[src/rtl/core/sdes_pkg.sv]
`timescale 1ns / 1ps
`default_nettype none

package sdes_pkg;

    localparam int unsigned BLOCK_W   = 8;
    localparam int unsigned KEY_W     = 10;
    localparam int unsigned P10_TBL_W = 40;
    localparam int unsigned P8_TBL_W  = 32;
    localparam int unsigned IP_TBL_W  = 24;
    localparam int unsigned EP_TBL_W  = 16;
    localparam int unsigned P4_TBL_W  = 8;
    localparam int unsigned SBOX_W    = 32;
    localparam int unsigned CFG_DATA_W = 40;
    localparam int unsigned CFG_IDX_W  = 3;

    // register indexes on the configuration port
    localparam logic [CFG_IDX_W-1:0] REG_KEY   = 3'd0;
    localparam logic [CFG_IDX_W-1:0] REG_P10   = 3'd1;
    localparam logic [CFG_IDX_W-1:0] REG_P8    = 3'd2;
    localparam logic [CFG_IDX_W-1:0] REG_IP    = 3'd3;
    localparam logic [CFG_IDX_W-1:0] REG_EP    = 3'd4;
    localparam logic [CFG_IDX_W-1:0] REG_P4    = 3'd5;
    localparam logic [CFG_IDX_W-1:0] REG_SBOX0 = 3'd6;
    localparam logic [CFG_IDX_W-1:0] REG_SBOX1 = 3'd7;

    // standard S-DES tables
    localparam logic [KEY_W-1:0]     KEY_RST   = 10'd0;
    localparam logic [P10_TBL_W-1:0] P10_RST   = 40'd375819297090;
    localparam logic [P8_TBL_W-1:0]  P8_RST    = 32'd2303145509;
    localparam logic [IP_TBL_W-1:0]  IP_RST    = 24'd13873321;
    localparam logic [EP_TBL_W-1:0]  EP_RST    = 16'd14739;
    localparam logic [P4_TBL_W-1:0]  P4_RST    = 8'd45;
    localparam logic [SBOX_W-1:0]    SBOX0_RST = 32'd3084393393;
    localparam logic [SBOX_W-1:0]    SBOX1_RST = 32'd3323187940;

    // Bit 0 is the leftmost bit everywhere, so position k of an n-bit
    // vector is v[n-1-k].

    function automatic logic [KEY_W-1:0] f_p10(input logic [KEY_W-1:0] key,
                                               input logic [P10_TBL_W-1:0] tbl);
        logic [KEY_W-1:0] res;
        logic [3:0]       idx;
        res = '0;
        for (int i = 0; i < 10; i++) begin
            idx = tbl[4*i +: 4];
            for (int j = 0; j < 10; j++) begin
                if (idx == 4'(j)) res[9-i] = key[9-j];
            end
        end
        return res;
    endfunction

    function automatic logic [BLOCK_W-1:0] f_p8(input logic [KEY_W-1:0] src,
                                                input logic [P8_TBL_W-1:0] tbl);
        logic [BLOCK_W-1:0] res;
        logic [3:0]         idx;
        res = '0;
        for (int i = 0; i < 8; i++) begin
            idx = tbl[4*i +: 4];
            for (int j = 0; j < 10; j++) begin
                if (idx == 4'(j)) res[7-i] = src[9-j];
            end
        end
        return res;
    endfunction

    function automatic logic [4:0] f_rot5(input logic [4:0] x, input int unsigned r);
        logic [9:0] dbl;
        dbl = {x, x} << r;
        return dbl[9:5];
    endfunction

    function automatic logic [BLOCK_W-1:0] f_ip(input logic [BLOCK_W-1:0] blk,
                                                input logic [IP_TBL_W-1:0] tbl);
        logic [BLOCK_W-1:0] res;
        res = '0;
        for (int i = 0; i < 8; i++) begin
            res[7-i] = blk[3'd7 - tbl[3*i +: 3]];
        end
        return res;
    endfunction

    // output position j is the OR of every input position i with ip[i] == j
    function automatic logic [BLOCK_W-1:0] f_ip_inv(input logic [BLOCK_W-1:0] blk,
                                                    input logic [IP_TBL_W-1:0] tbl);
        logic [BLOCK_W-1:0] res;
        res = '0;
        for (int i = 0; i < 8; i++) begin
            for (int j = 0; j < 8; j++) begin
                if (tbl[3*i +: 3] == 3'(j)) res[7-j] = res[7-j] | blk[7-i];
            end
        end
        return res;
    endfunction

    function automatic logic [1:0] f_sbox(input logic [SBOX_W-1:0] tbl,
                                          input logic [3:0] g);
        logic [3:0]        entry;
        logic [SBOX_W-1:0] shifted;
        // row from outer bits, column from inner bits
        entry   = {g[3], g[0], g[2], g[1]};
        shifted = tbl >> {entry, 1'b0};
        return shifted[1:0];
    endfunction

    function automatic logic [BLOCK_W-1:0] f_round(input logic [BLOCK_W-1:0] s,
                                                   input logic [BLOCK_W-1:0] sk,
                                                   input logic [EP_TBL_W-1:0] ep,
                                                   input logic [P4_TBL_W-1:0] p4,
                                                   input logic [SBOX_W-1:0] sb0,
                                                   input logic [SBOX_W-1:0] sb1);
        logic [3:0] right;
        logic [7:0] x;
        logic [3:0] comb;
        logic [3:0] p;
        right = s[3:0];
        for (int i = 0; i < 8; i++) begin
            x[7-i] = right[2'd3 - ep[2*i +: 2]];
        end
        x    = x ^ sk;
        comb = {f_sbox(sb0, x[7:4]), f_sbox(sb1, x[3:0])};
        for (int i = 0; i < 4; i++) begin
            p[3-i] = comb[2'd3 - p4[2*i +: 2]];
        end
        return {s[7:4] ^ p, right};
    endfunction

endpackage

`default_nettype wire

[src/rtl/core/sdes_block_cipher_unit.sv]
// S-DES block cipher unit with run-time loadable key and tables.
//
// Input stream (s_axis_*): one 8-bit block per transfer; tuser selects
// encrypt (0) or decrypt (1). Output stream (m_axis_*): one 8-bit result
// per input transfer, in order.
// Configuration: write i_cfg_wdata to register i_cfg_index when i_cfg_we
// is high (0 key, 1 P10, 2 P8, 3 IP, 4 EP, 5 P4, 6 S0, 7 S1). Write only
// while no block is in flight.
//
// A block passes from the input register into the result register, where
// m_axis_tvalid rises. Throughput: one block per cycle while the receiver
// does not stall; subkey derivation and both rounds sit in the single logic
// stage between the input register and the result register.
// Reset (synchronous, active low) empties both stages and loads the
// standard S-DES tables with an all-zero key.
// When the receiver stalls, the result register holds its block and the
// input register still takes one more block; s_axis_tready drops only
// when both are full.
`timescale 1ns / 1ps
`default_nettype none

module sdes_block_cipher_unit
    import sdes_pkg::*;
(
    input  wire                   i_clk,
    input  wire                   i_rst_n,
    input  wire                   s_axis_tvalid,
    output logic                  s_axis_tready,
    input  wire  [BLOCK_W-1:0]    s_axis_tdata,   // [7:0] data_block
    input  wire                   s_axis_tuser,   // [0] req_type
    output logic                  m_axis_tvalid,
    input  wire                   m_axis_tready,
    output logic [BLOCK_W-1:0]    m_axis_tdata,   // [7:0] result_block
    input  wire                   i_cfg_we,
    input  wire  [CFG_IDX_W-1:0]  i_cfg_index,
    input  wire  [CFG_DATA_W-1:0] i_cfg_wdata
);

    logic [KEY_W-1:0]     r_key;
    logic [P10_TBL_W-1:0] r_p10;
    logic [P8_TBL_W-1:0]  r_p8;
    logic [IP_TBL_W-1:0]  r_ip;
    logic [EP_TBL_W-1:0]  r_ep;
    logic [P4_TBL_W-1:0]  r_p4;
    logic [SBOX_W-1:0]    r_sbox0;
    logic [SBOX_W-1:0]    r_sbox1;

    logic                 r_in_valid;
    logic                 r_in_decrypt;
    logic [BLOCK_W-1:0]   r_in_block;
    logic                 r_out_valid;
    logic [BLOCK_W-1:0]   r_out_block;

    logic                 w_out_free;
    logic [KEY_W-1:0]     w_p10;
    logic [4:0]           w_l1, w_r1, w_l2, w_r2;
    logic [BLOCK_W-1:0]   w_k1, w_k2, w_first, w_second;
    logic [BLOCK_W-1:0]   w_s0, w_s1, w_s2, w_s3, w_result;

    always_ff @(posedge i_clk) begin
        if (!i_rst_n) begin
            r_key   <= KEY_RST;
            r_p10   <= P10_RST;
            r_p8    <= P8_RST;
            r_ip    <= IP_RST;
            r_ep    <= EP_RST;
            r_p4    <= P4_RST;
            r_sbox0 <= SBOX0_RST;
            r_sbox1 <= SBOX1_RST;
        end else if (i_cfg_we) begin
            unique case (i_cfg_index)
                REG_KEY:   r_key   <= i_cfg_wdata[KEY_W-1:0];
                REG_P10:   r_p10   <= i_cfg_wdata[P10_TBL_W-1:0];
                REG_P8:    r_p8    <= i_cfg_wdata[P8_TBL_W-1:0];
                REG_IP:    r_ip    <= i_cfg_wdata[IP_TBL_W-1:0];
                REG_EP:    r_ep    <= i_cfg_wdata[EP_TBL_W-1:0];
                REG_P4:    r_p4    <= i_cfg_wdata[P4_TBL_W-1:0];
                REG_SBOX0: r_sbox0 <= i_cfg_wdata[SBOX_W-1:0];
                REG_SBOX1: r_sbox1 <= i_cfg_wdata[SBOX_W-1:0];
            endcase
        end
    end

    // subkeys: P10, rotate halves by one for K1, by two more for K2
    always_comb begin
        w_p10 = f_p10(r_key, r_p10);
        w_l1  = f_rot5(w_p10[9:5], 1);
        w_r1  = f_rot5(w_p10[4:0], 1);
        w_l2  = f_rot5(w_l1, 2);
        w_r2  = f_rot5(w_r1, 2);
        w_k1  = f_p8({w_l1, w_r1}, r_p8);
        w_k2  = f_p8({w_l2, w_r2}, r_p8);
    end

    assign w_first  = r_in_decrypt ? w_k2 : w_k1;
    assign w_second = r_in_decrypt ? w_k1 : w_k2;

    always_comb begin
        w_s0     = f_ip(r_in_block, r_ip);
        w_s1     = f_round(w_s0, w_first, r_ep, r_p4, r_sbox0, r_sbox1);
        w_s2     = {w_s1[3:0], w_s1[7:4]};
        w_s3     = f_round(w_s2, w_second, r_ep, r_p4, r_sbox0, r_sbox1);
        w_result = f_ip_inv(w_s3, r_ip);
    end

    assign w_out_free    = !r_out_valid || m_axis_tready;
    assign s_axis_tready = !r_in_valid || w_out_free;

    always_ff @(posedge i_clk) begin
        if (!i_rst_n) begin
            r_in_valid  <= 1'b0;
            r_out_valid <= 1'b0;
        end else begin
            if (s_axis_tready) r_in_valid <= s_axis_tvalid;
            if (w_out_free) r_out_valid <= r_in_valid;
        end
    end

    // payload: capture on transfer, advance when the result register frees up
    always_ff @(posedge i_clk) begin
        if (s_axis_tready && s_axis_tvalid) begin
            r_in_decrypt <= s_axis_tuser;
            r_in_block   <= s_axis_tdata;
        end
        if (w_out_free && r_in_valid) r_out_block <= w_result;
    end

    assign m_axis_tvalid = r_out_valid;
    assign m_axis_tdata  = r_out_block;

endmodule

`default_nettype wire

[config.mk]
export PLATFORM = sky130hd
export DESIGN_NAME = sdes_block_cipher_unit
export DESIGN_NICKNAME = d
export VERILOG_FILES = /design/src/rtl/core/sdes_pkg.sv /design/src/rtl/core/sdes_block_cipher_unit.sv
export SDC_FILE = /design/constraint.sdc
export NUM_CORES = 1
export LEC_CHECK = 0
export BUFFER_PORTS_ARGS = -buffer_cell sky130_fd_sc_hd__buf_2
export CAP_MARGIN = 20
export CORE_MARGIN = 2
export CORE_UTILIZATION = 40
export DETAILED_ROUTE_END_ITERATION = 10
export HOLD_SLACK_MARGIN = 0.15
export PLACE_DENSITY = 0.59
export SYNTH_ARGS = -nofsm -noshare
export SYNTH_HDL_FRONTEND = slang
export SYNTH_SLANG_ARGS = --single-unit
[constraint.sdc]
create_clock -name i_clk -period 9.2 [get_ports i_clk]
set_input_delay 0.92 -clock i_clk [delete_from_list [all_inputs] [get_ports i_clk]]
set_output_delay 0.92 -clock i_clk [all_outputs]
set_load 0.02 [all_outputs]
== Yosys cells after proc, flatten, opt, wreduce, memory -nomap -nowiden ==
Index checks and enable logic that the tools add are counted.

* Word-level logic and storage cells: 773
* Register bits: 213
* Input port bits: 57
* Output and inout port bits: 10

* Shift operators: 4
* Multiplexer cells: 390
* Bitwise operators: 60
* Order comparisons: 20
* Add/subtract/negate cells: 20
* Equal/unequal tests: 225
* Reduce and logical (&&, ||, !) cells: 41

{| class="wikitable"
|+ Operators with widths
! kind !! number
|-
| 2-to-1 mux 1 bit || 356
|-
| == test 4 x 3 -> 1 bit, second input constant || 72
|-
| == test 4 x 2 -> 1 bit, second input constant || 36
|-
| == test 4 bit, second input constant || 36
|-
| right shift 32 x 5 -> 2 bit || 4
|-
| == test 3 bit, second input constant || 36
|-
| == test 4 x 1 -> 1 bit, second input constant || 18
|-
| logical NOT 4 bit || 18
|-
| OR 1 bit || 56
|-
| == test 3 x 2 -> 1 bit, second input constant || 18
|-
| binary-select mux 1 bit (select 2 bit) || 24
|-
| less-than comparator 2 x 3 -> 1 bit, second input constant || 12
|-
| less-than comparator 3 x 4 -> 1 bit, second input constant || 8
|-
| == test 3 x 1 -> 1 bit, second input constant || 9
|-
| logical NOT 3 bit || 9
|-
| binary-select mux 1 bit (select 3 bit) || 8
|-
| subtractor 2 bit, first input constant || 12
|-
| subtractor 3 bit, first input constant || 8
|-
| 2-to-1 mux 8 bit || 2
|-
| AND reduction 2 bit || 8
|-
| bitwise XOR 8 bit || 2
|-
| bitwise XOR 4 bit || 2
|-
| logical AND 1 bit || 2
|-
| logical NOT 1 bit || 2
|-
| logical OR 1 bit || 2
|}

== Logic depth before layout (Yosys ltp) ==
Gate-level depths: netlist of the first run.

* Word-level depth: 49
* Gate-level depth with buffers: 29

== Worst setup path after synthesis of the first run ==
Ideal clock, no wire load.

* Path type: reg-to-reg
* Start point: reg r_p10[14]
* End point: reg r_out_block[7], in the netlist m_axis_tdata[7], data pin
* Buffers on the path: 3
* Setup time: 0.272 ns
* Period minus slack after synthesis: 7.377 ns
* Slack: 1.823 ns
* Data required time: 8.928 ns
* Data arrival time: 7.105 ns
* Stages on the path, launching flop included: 27
* Path through: dfxtp_1 buf_2 mux2_1 a32o_1 or3_1 buf_2 a21boi_0 o221ai_1 a21oi_1 a211oi_2 nor2_1 mux4_2 a211oi_1 o21a_1 or4b_2 nand4_1 buf_2 a32oi_1 o221ai_1 xnor2_1 mux4_1 mux2i_1 mux2i_1 mux4_2 xnor2_2 nor4b_1 or4_1

* Word-level cells in the longest chain between the ends: 49

{| class="wikitable"
|+ Ends and longest elaborated chain
! item !! RTL line !! source
|-
| start: declaration || sdes_block_cipher_unit.sv:40 || <nowiki>logic [P10_TBL_W-1:0] r_p10;</nowiki>
|-
| start signal: assignment || sdes_block_cipher_unit.sv:73 || <nowiki>REG_P10: r_p10 <= i_cfg_wdata[P10_TBL_W-1:0];</nowiki>
|-
| logical NOT 4 bit || sdes_pkg.sv:48 || <nowiki>if (idx == 4'(j)) res[9-i] = key[9-j];</nowiki>
|-
| 2-to-1 mux 1 bit (9 in series) || sdes_pkg.sv:48 ||
|-
| 2-to-1 mux 1 bit (*) || sdes_pkg.sv:48 ||
|-
| 2-to-1 mux 1 bit (10 in series) || sdes_pkg.sv:62 || <nowiki>if (idx == 4'(j)) res[7-i] = src[9-j];</nowiki>
|-
| 2-to-1 mux 8 bit || sdes_block_cipher_unit.sv:95 || <nowiki>assign w_first = r_in_decrypt ? w_k2 : w_k1;</nowiki>
|-
| bitwise XOR 8 bit || sdes_pkg.sv:121 || <nowiki>x = x ^ sk;</nowiki>
|-
| right shift 32 x 5 -> 2 bit || sdes_pkg.sv:103 || <nowiki>shifted = tbl >> {entry, 1'b0};</nowiki>
|-
| binary-select mux 1 bit (select 2 bit) || sdes_pkg.sv:124 || <nowiki>p[3-i] = comb[2'd3 - p4[2*i +: 2]];</nowiki>
|-
| [... 17 more ...] || - ||
|-
| 2-to-1 mux 1 bit || sdes_pkg.sv:91 || <nowiki>if (tbl[3*i +: 3] == 3'(j)) res[7-j] = res[7-j] | blk[7-i];</nowiki>
|-
| OR 1 bit || sdes_pkg.sv:91 ||
|-
| 2-to-1 mux 1 bit || sdes_pkg.sv:91 ||
|-
| OR 1 bit || sdes_pkg.sv:91 ||
|-
| 2-to-1 mux 1 bit || sdes_pkg.sv:91 ||
|-
| OR 1 bit || sdes_pkg.sv:91 ||
|-
| 2-to-1 mux 1 bit (*) || sdes_pkg.sv:91 ||
|-
| via w_result[7] || sdes_block_cipher_unit.sv:58 || <nowiki>logic [BLOCK_W-1:0] w_s0, w_s1, w_s2, w_s3, w_result;</nowiki>
|-
| end signal: assignment || sdes_block_cipher_unit.sv:125 || <nowiki>if (w_out_free && r_in_valid) r_out_block <= w_result;</nowiki>
|-
| end: declaration || sdes_block_cipher_unit.sv:52 || <nowiki>logic [BLOCK_W-1:0] r_out_block;</nowiki>
|}

Mark *: on every way through the listed nets, which the timed path passes. The rest lies on a longest branch. The select of a mux whose other input is x is not followed.
A chain may end at the register's enable or synchronous reset.

== Final worst setup path of the first run ==
* Start point: reg r_key[8]
* End point: reg r_out_block[7], in the netlist m_axis_tdata[7], data pin

* Word-level cells in the longest chain between the ends: 47

{| class="wikitable"
|+ Ends and longest elaborated chain
! item !! RTL line !! source
|-
| start: declaration || sdes_block_cipher_unit.sv:39 || <nowiki>logic [KEY_W-1:0] r_key;</nowiki>
|-
| start signal: assignment || sdes_block_cipher_unit.sv:72 || <nowiki>REG_KEY: r_key <= i_cfg_wdata[KEY_W-1:0];</nowiki>
|-
| 2-to-1 mux 1 bit (9 in series) || sdes_pkg.sv:48 ||
|-
| 2-to-1 mux 1 bit (10 in series) || sdes_pkg.sv:62 ||
|-
| 2-to-1 mux 8 bit || sdes_block_cipher_unit.sv:95 ||
|-
| bitwise XOR 8 bit || sdes_pkg.sv:121 ||
|-
| right shift 32 x 5 -> 2 bit || sdes_pkg.sv:103 ||
|-
| binary-select mux 1 bit (select 2 bit) || sdes_pkg.sv:124 ||
|-
| 2-to-1 mux 1 bit (not written as such) || sdes_pkg.sv:124 ||
|-
| bitwise XOR 4 bit || sdes_pkg.sv:126 || <nowiki>return {s[7:4] ^ p, right};</nowiki>
|-
| [... 15 more ...] || - ||
|-
| 2-to-1 mux 1 bit || sdes_pkg.sv:91 ||
|-
| OR 1 bit || sdes_pkg.sv:91 ||
|-
| 2-to-1 mux 1 bit || sdes_pkg.sv:91 ||
|-
| OR 1 bit || sdes_pkg.sv:91 ||
|-
| 2-to-1 mux 1 bit || sdes_pkg.sv:91 ||
|-
| OR 1 bit || sdes_pkg.sv:91 ||
|-
| 2-to-1 mux 1 bit (*) || sdes_pkg.sv:91 ||
|-
| via w_result[7] || sdes_block_cipher_unit.sv:58 ||
|}

Marks and branches as above.

==> Flow_metrics.wiki, run 1 <==
{| class="wikitable"
! Metric !! Value
|-
| Peak supply drop || 0.171 mV
|-
| First-pass GRT wire length || roughly 100000 µm
|-
| Placed Cells incl. Taps || roughly 2600
|-
| Number of enable flip-flop cells after synthesis || 17
|-
| Final global-route overflow total || 0
|-
| F_max || approximately 110 MHz
|-
| WP data arrival || 9.16 ns
|-
| Critical path launch point type || register
|-
| Unrepaired setup endpoints after global routing || false
|-
| Library cell with the largest summed area after synthesis || sky130_fd_sc_hd__dfxtp_1
|-
| Count of nets after finishing || between 2000 and 2500
|-
| Max-capacitance violation count || 0
|-
| Peak per-stage delay on the critical path || 0.80 ns
|-
| DR iter-0 viols || 2144
|-
| Yosys warning count || 0
|-
| Fill count || roughly 4000
|-
| Avg Vias per Cell || about 6.4
|-
| Avg Synthesized Cell Area || just under 8 µm²
|-
| Synthesis-stage register bit count || 213
|-
| Static leakage power || between 6 and 7 nW
|-
| Period Utilization, post-route || just under 100%
|-
| Non-filler cells, final || about 2600
|-
| Post-synthesis to final-layout area growth || 9.74%
|-
| Cell with the most instances on the worst path || sky130_fd_sc_hd__mux4_2
|-
| Tightest Hold Check Type || register to register
|-
| Min cycle time layout || between 8 and 9 ns
|-
| Largest cells by area after synthesis || sky130_fd_sc_hd__dfxtp_1, sky130_fd_sc_hd__nand2_1, sky130_fd_sc_hd__mux4_2
|-
| Sort of element at the end of the critical path || register
|-
| Remaining routing DRC violations || 0
|-
| Total number of clock tree sinks || ~210
|-
| Count of nets left with antenna violations after detail routing || 0
|-
| Largest net degree at the start of global routing || ~110
|-
| Cell-by-cell listing of the critical path || mux2_1 > a32o_1 > o41ai_1 > a21oi_1 > nor4_4 > nand4_1 > a21oi_1 > a222oi_1 > mux2_1 > o32ai_2 > nor2_1 > a32oi_1 > nand4_1 > buf_4 > mux4_2 > xnor2_4 > buf_4 > mux2i_1 > mux2i_1 > mux4_2 > mux4_2 > xnor2_2 > and3b_1 > or4_1
|-
| Top Ports || 67
|-
| Number of placement rows || 74
|-
| Antenna violations before repair || 6
|-
| Number of input and output port buffers inserted || 66
|-
| TritonRoute pass-1 iters || 8
|-
| DR vias || between 15000 and 20000
|-
| Final setup violation count || 0
|-
| Effective utilization at floorplan || 40.5%
|-
| Gp weighted congestion || around 1
|-
| Overall die area || between 0.04 and 0.05 mm²
|-
| Combined flip-flop and latch cell area || between 0.004 and 0.005 mm²
|-
| Fraction of layout cells with a size suffix above 1 || around 14%
|-
| Cell area after synthesis || around 0.017 mm²
|-
| Data required time of the critical path || around 9.5 ns
|-
| Power per cell area || about 190 mW/mm²
|-
| Detailed-route wire length || around 68000 µm
|-
| Max_slew headroom || approximately 21%
|-
| Detailed Place HPWL || 48700 µm
|-
| Sequential cell area fraction in the yosys report || between 20% and 30%
|-
| Mapped Nets || roughly 2200
|-
| Htree depth || 1
|-
| Slew of the pin with the lowest slew margin || 1.17 ns
|-
| Master of the slowest instance on the critical path || sky130_fd_sc_hd__a21oi_1
|-
| Area taken by multi-input logic gates || roughly 0.011 mm²
|-
| Overall fraction of global-route tracks in use || slightly above 30%
|-
| Maximum clock skew at final layout || about 0.022 ns
|-
| Final hold viol count || 0
|-
| Async S/R FF share, synth || 0%
|-
| Post-synth cell types || between 100 and 150
|-
| Critical path class || register to register
|-
| Clock input transition at the sequential cells of the worst setup and hold paths || 0.07 ns
|-
| Post-synth top area share || 23.7%
|-
| Final count of pins violating max slew || 0
|-
| Clock root cell || sky130_fd_sc_hd__clkbuf_16
|-
| Horizontal extent of the die || between 200 and 250 µm
|-
| Number of CTS-inserted buffers || 27
|-
| Clock tree from TritonCTS || built
|-
| Bufs on Longest Clock Path || 3
|-
| Average wire per standard cell || 25.6 µm
|-
| Post-Synthesis Cells || 2106
|-
| Die Ht || 207 µm
|-
| Area of the placeable core || about 0.04 mm²
|-
| Clock Latency Late Sink || 0.58 ns
|-
| Crit Path Max Fanout || 16
|-
| Outcome || complete, no violations
|-
| Ys flop type || sky130_fd_sc_hd__dfxtp_1
|-
| Post-route setup TNS || 0 ns
|-
| Number of global-route vias before repair || 15500
|}
-- sequential cells by signal (all words and copies together), names as in the netlist, 8 cells and up --
signal and flops:
r_p10 40, r_in_block 8, r_ip 24, r_p4 8, r_key 10, r_sbox0 32
r_sbox1 32, m_axis_tdata 8, r_p8 32, r_ep 16
-- logic make-up (layout without fill, tap and decap cells) --
logic type	Yosys count	count (layout)	share of synthesized area [%]
DFF	213	213	26.8
AOI/OAI and AO/OA	521	521	23.9
muxes	171	171	14.6
xor gates and xnor gates	29	29	1.88
buffers and inverters	217	220	5.67
and+or+nand+nor	955	955	27.1
other	0	1	0
-- final timing paths --
| path | from | endpoint | slack, ns | depth (start not counted) |
|---|---|---|---|---|
| worst max register to register | r_key[8] | m_axis_tdata[7] | 0.36 | 24 |
| worst min register to register | r_sbox0[14] | r_sbox0[14] | 0.49 | 2 |
| worst max-delay path | r_key[8] | m_axis_tdata[7] | 0.36 | 24 |
| worst min-delay path | r_sbox0[14] | r_sbox0[14] | 0.49 | 2 |
-- worst max-delay path, delay by kind of cell, from the launching register on --
kind | cells | cell delay (ns)
compound gates | 7 | 2.93
xor+xnor | 2 | 0.39
buf+inv | 2 | 0.54
flops | 1 | 0.46
mux | 7 | 2.75
simple gates | 6 | 1.49
-- per-layer routing --
layer,GRT usage (%),vias to the layer above,share of wire (%)
met5,0,-,0.016
met4,11.8,2,4.1
met3,6.38,154,10
met2,44.1,887,42
met1,43.5,8180,44
li1,-,7700,-
-- placed cells by master, fill, tap and decap left out, drive strengths merged, types with 9 or more instances in the layout --
master  instances
a211oi         23
a21boi        112
a21oi          67
a221o          11
a221oi         16
a22oi          10
a31oi          17
a32oi          16
and2           18
and3           20
buf           114
clkbuf         40
clkinv          9
dfxtp         196
edfxtp         17
inv            54
mux2           30
mux2i          92
mux4           49
nand2         492
nand2b         30
nand3         113
nand3b         13
nand4          20
nor2           95
nor2b          44
nor3           37
nor3b          14
nor4           16
o211ai         43
o21a           10
o21ai          52
o22ai          14
o31ai          15
o32ai          16
or3            11
xnor2          19
xor2           10
-- final cells by class --
| cell class | count | share of cell area (%) |
|---|---|---|
| diodes | 1 | 0.0138 |
| clock buffers | 39 | 4.48 |
| clock inverters | 11 | 0.531 |
| inverters | 55 | 1.14 |
| multi-input cells | 1676 | 61.7 |
| flip-flops and latches | 213 | 24.4 |
| well taps | 532 | 3.67 |
| repair buffers | 115 | 4.05 |
-- synthesized netlist by cell type, drive strengths merged (16+ instances only) --
master	n
o32ai	16
nand3	113
mux4	49
xnor2	19
nand2	492
mux2i	92
and2	18
clkbuf	107
nor2	95
inv	53
a21oi	67
a221oi	16
o211ai	43
edfxtp	17
o21ai	52
a32oi	16
a21boi	112
nor2b	44
nor4	16
nand2b	30
mux2	30
a211oi	23
and3	20
a31oi	17
dfxtp	196
nand4	20
buf	55
nor3	37
-- what timing repair did --
action / 4_1_cts / 5_1_grt
hold buffers: 0 / 0
gates resized for setup: 0 / 1
setup buffers: 0 / 4
setup endpoints to repair: 0 / 3
-- per-stage QoR --
step / utilization [%] / setup slack, ns / hold WS (ns) / area (µm²) / total power, mW
after floorplan: - / 1.82 / 0.450 / 16500 / 1.99
final: 44.4 / 0.365 / 0.488 / 18100 / 3.47
after detailed placement: 42.0 / 0.410 / 0.484 / 17100 / 2.35
after global placement: 41.9 / 0.639 / 0.478 / 17100 / 2.33
after global routing: 44.4 / 0.0512 / 0.501 / 18100 / 3.61
after CTS: 44.2 / 0.407 / 0.493 / 18000 / 3.45
-- power breakdown --
part	internal (mW)	switching [mW]	total, mW
Sequential	0.978	0.0547	1.03
Clock	0.642	0.460	1.10
Combinational	0.578	0.756	1.33
Total	2.20	1.27	3.47
(Power assumes the default switching activity.)
==> run 2: changes to the inputs <==
Settings changed: ABC_AREA from default to 1.
==> Flow_metrics.wiki, run 2 <==
{| class="wikitable"
! Metric !! Value
|-
| Cell with the most instances on the worst path || sky130_fd_sc_hd__nand3_1
|-
| Slew of the pin with the lowest slew margin || around 1.1 ns
|-
| Leading post-synthesis cells by instance count || sky130_fd_sc_hd__nand2_1, sky130_fd_sc_hd__nand3_1, sky130_fd_sc_hd__nor2_1
|-
| DR vias || 16600
|-
| Sort of element at the end of the critical path || register
|-
| Ys flop type || sky130_fd_sc_hd__dfxtp_1
|-
| Post-cts resize count || 0
|-
| Overall die area || between 0.03 and 0.04 mm²
|-
| Unrepaired setup endpoints after global routing || false
|-
| Setup bufs post-CTS || 0
|-
| Area of the placeable core || roughly 0.036 mm²
|-
| Effective utilization at floorplan || between 40% and 50%
|-
| Final count of pins violating max slew || 0
|-
| Horizontal extent of the die || 196 µm
|-
| Post-route setup TNS || 0 ns
|-
| Fraction of layout cells with a size suffix above 1 || ~11%
|-
| Number of enable flip-flop cells after synthesis || 17
|-
| Critical path launch point type || register
|-
| Crit Path Max Fanout || 16
|-
| Tightest Hold Check Type || register to register
|-
| Final global-route overflow total || 0
|-
| Post-route design area || approximately 0.016 mm²
|-
| Clock root cell || sky130_fd_sc_hd__clkbuf_16
|-
| Master of the slowest instance on the critical path || sky130_fd_sc_hd__nand3_1
|-
| Peak supply drop || 0.159 mV
|-
| Most used cells in the layout excluding fill and tap cells || sky130_fd_sc_hd__nand2_1, sky130_fd_sc_hd__nand3_1, sky130_fd_sc_hd__nor2_1
|-
| Gp weighted congestion || around 0.99
|-
| Critical path class || register to register
|-
| Antenna violations before repair || 2
|-
| Avg Vias per Cell || 5.78
|-
| DR iter-0 viols || roughly 1800
|-
| Final hold viol count || 0
|-
| Commonest non-fill, non-tap cell in the layout || sky130_fd_sc_hd__nand2_1
|-
| Worst flop-to-flop path startpoint || r_key[9]
|-
| Maximum clock skew at final layout || about 0.024 ns
|-
| Total number of clock tree sinks || about 210
|-
| Period Utilization, post-route || between 60% and 70%
|-
| Sequential cell area fraction in the yosys report || between 30% and 40%
|-
| Mapped Nets || around 2400
|-
| Min cycle time layout || 6.22 ns
|-
| Average wire per standard cell || around 20 µm
|-
| Power per cell area || about 210 mW/mm²
|-
| Overall fraction of global-route tracks in use || 30.0%
|-
| Detailed Place HPWL || a little over 40000 µm
|-
| Biggest register || r_p10
|-
| Peak per-stage delay on the critical path || 0.63 ns
|-
| Count of nets after finishing || roughly 2400
|-
| Htree depth || 1
|-
| Post-synth top area share || about a quarter
|-
| Async S/R FF share, synth || 0%
|-
| Worst Hold Launch || r_in_valid
|-
| Die Ht || 196 µm
|-
| Final setup violation count || 0
|-
| Launch point of the worst path || r_key[9]
|-
| Number of input and output port buffers inserted || 66
|-
| Remaining routing DRC violations || 0
|-
| Post-CTS Hold Fix Bufs || 0
|-
| Library cell with the largest summed area after synthesis || sky130_fd_sc_hd__dfxtp_1
|-
| F_max || approximately 160 MHz
|-
| Largest net degree at the start of global routing || approximately 100
|-
| Bufs on Longest Clock Path || 3
|-
| Avg Synthesized Cell Area || around 6.2 µm²
|-
| Post-synthesis to final-layout area growth || 10.1%
|-
| Post-DP Area || 0.0152 mm²
|-
| Library cell with the highest instance count after synthesis || sky130_fd_sc_hd__nand2_1
|-
| Number of global-route vias before repair || 15400
|-
| Cell area after synthesis || around 0.015 mm²
|-
| Top Ports || between 60 and 70
|-
| Clock input transition at the sequential cells of the worst setup and hold paths || 0.07 ns
|-
| Detailed-route wire length || 58100 µm
|-
| Fill count || just under 4000
|-
| TritonRoute pass-1 iters || 5
|-
| Clock tree from TritonCTS || built
|-
| Max_slew headroom || 27.9%
|-
| Number of CTS-inserted buffers || 26
|-
| Post-Synthesis Cells || between 2000 and 2500
|-
| Number of placement rows || 70
|-
| Post-synth cell types || between 40 and 50
|-
| Max FFs per register || 40
|-
| Clock Latency Late Sink || 0.58 ns
|-
| WP data arrival || 6.54 ns
|-
| Max-capacitance violation count || 0
|-
| Count of nets left with antenna violations after detail routing || 0
|-
| First-pass GRT wire length || ~90000 µm
|-
| Largest cells by area after synthesis || sky130_fd_sc_hd__dfxtp_1, sky130_fd_sc_hd__nand2_1, sky130_fd_sc_hd__nand3_1
|-
| Data required time of the critical path || 9.52 ns
|-
| Outcome || complete, no violations
|-
| Yosys warning count || 0
|-
| Synthesis-stage register bit count || about 210
|-
| Static leakage power || 7.20 nW
|}
==> run 2: changes by cell type in the layout (fill, tap and decap cells not counted), sizes merged, moves of 92 or more <==
cell | previous run | this run
nand3 | 113 | 452
nand2 | 492 | 648
nor2 | 95 | 241
inv | 54 | 236
mux2i | 92 | 0
a21boi | 112 | 4
==> run 2: path summary, 6_finish.rpt <==
check | endpoint | slack (ns) | depth (start not counted)
worst max-delay path | m_axis_tdata[0] | 2.98 | 38
worst min-delay path | m_axis_tvalid | 0.48 | 2
worst max register to register | m_axis_tdata[0] | 2.98 | 38
worst min register to register | m_axis_tvalid | 0.48 | 2
==> run 2: kinds of logic after synthesis <==
logic type             after synthesis  share of synthesized area, %
buffers and inverters              337                          9.83
XOR/XNOR                             4                         0.442
flip-flops                         213                          30.1
AND/OR/NAND/NOR                   1435                          44.3
AO/OA/AOI/OAI                      388                          15.3
==> run 2: final cells by class <==
cell class | count | area, µm² | area share [%]
Inverter | 243 | 921 | 5.68
Clock buffer | 28 | 658 | 4.06
Sequential cell | 213 | 4430 | 27.3
Antenna cell | 1 | 2.50 | 0.0154
Timing Repair Buffer | 76 | 448 | 2.76
Clock inverter | 20 | 314 | 1.94
Multi-Input combinational cell | 1827 | 8860 | 54.6
Tap cell | 468 | 586 | 3.61
==> run 2: per-layer routing <==
metal	vias to the layer above	part of all wire [%]	wire [µm]	track usage, %
met5	-	0	0	0
met3	125	9.0	5220	5.35
met4	0	3.8	2190	11.1
met2	721	44	25500	47.9
li1	7998	-	-	-
met1	7793	43	25100	40.5
==> run 2: metrics by stage <==
stage	instances	total power, mW	hold WS (ns)	worst slack [ns]	utilization (%)
4_1_cts	2873	3.42	0.481	3.17	44.4
6_report	2876	3.43	0.481	2.98	44.5
2_1_floorplan	2377	1.91	0.448	5.09	-
3_5_place_dp	2825	2.23	0.472	3.23	41.7
5_1_grt	2875	3.61	0.502	2.44	44.5
3_3_place_gp	2824	2.22	0.466	3.25	41.7
==> run 2: critical path, delay by kind of cell, from the launching register on <==
kind            cells  cell delay, ns
simple gates       35            5.13
buf+inv             1            0.21
compound gates      2            0.17
flops               1            0.41
==> run 2: where the power goes <==
| part | leakage (nW) | internal [mW] | switching (mW) |
|---|---|---|---|
| combinational | 4.97 | 0.346 | 0.871 |
| sequential | 1.76 | 0.982 | 0.0456 |
| clock | 0.465 | 0.720 | 0.466 |
| total | 7.20 | 2.05 | 1.38 |
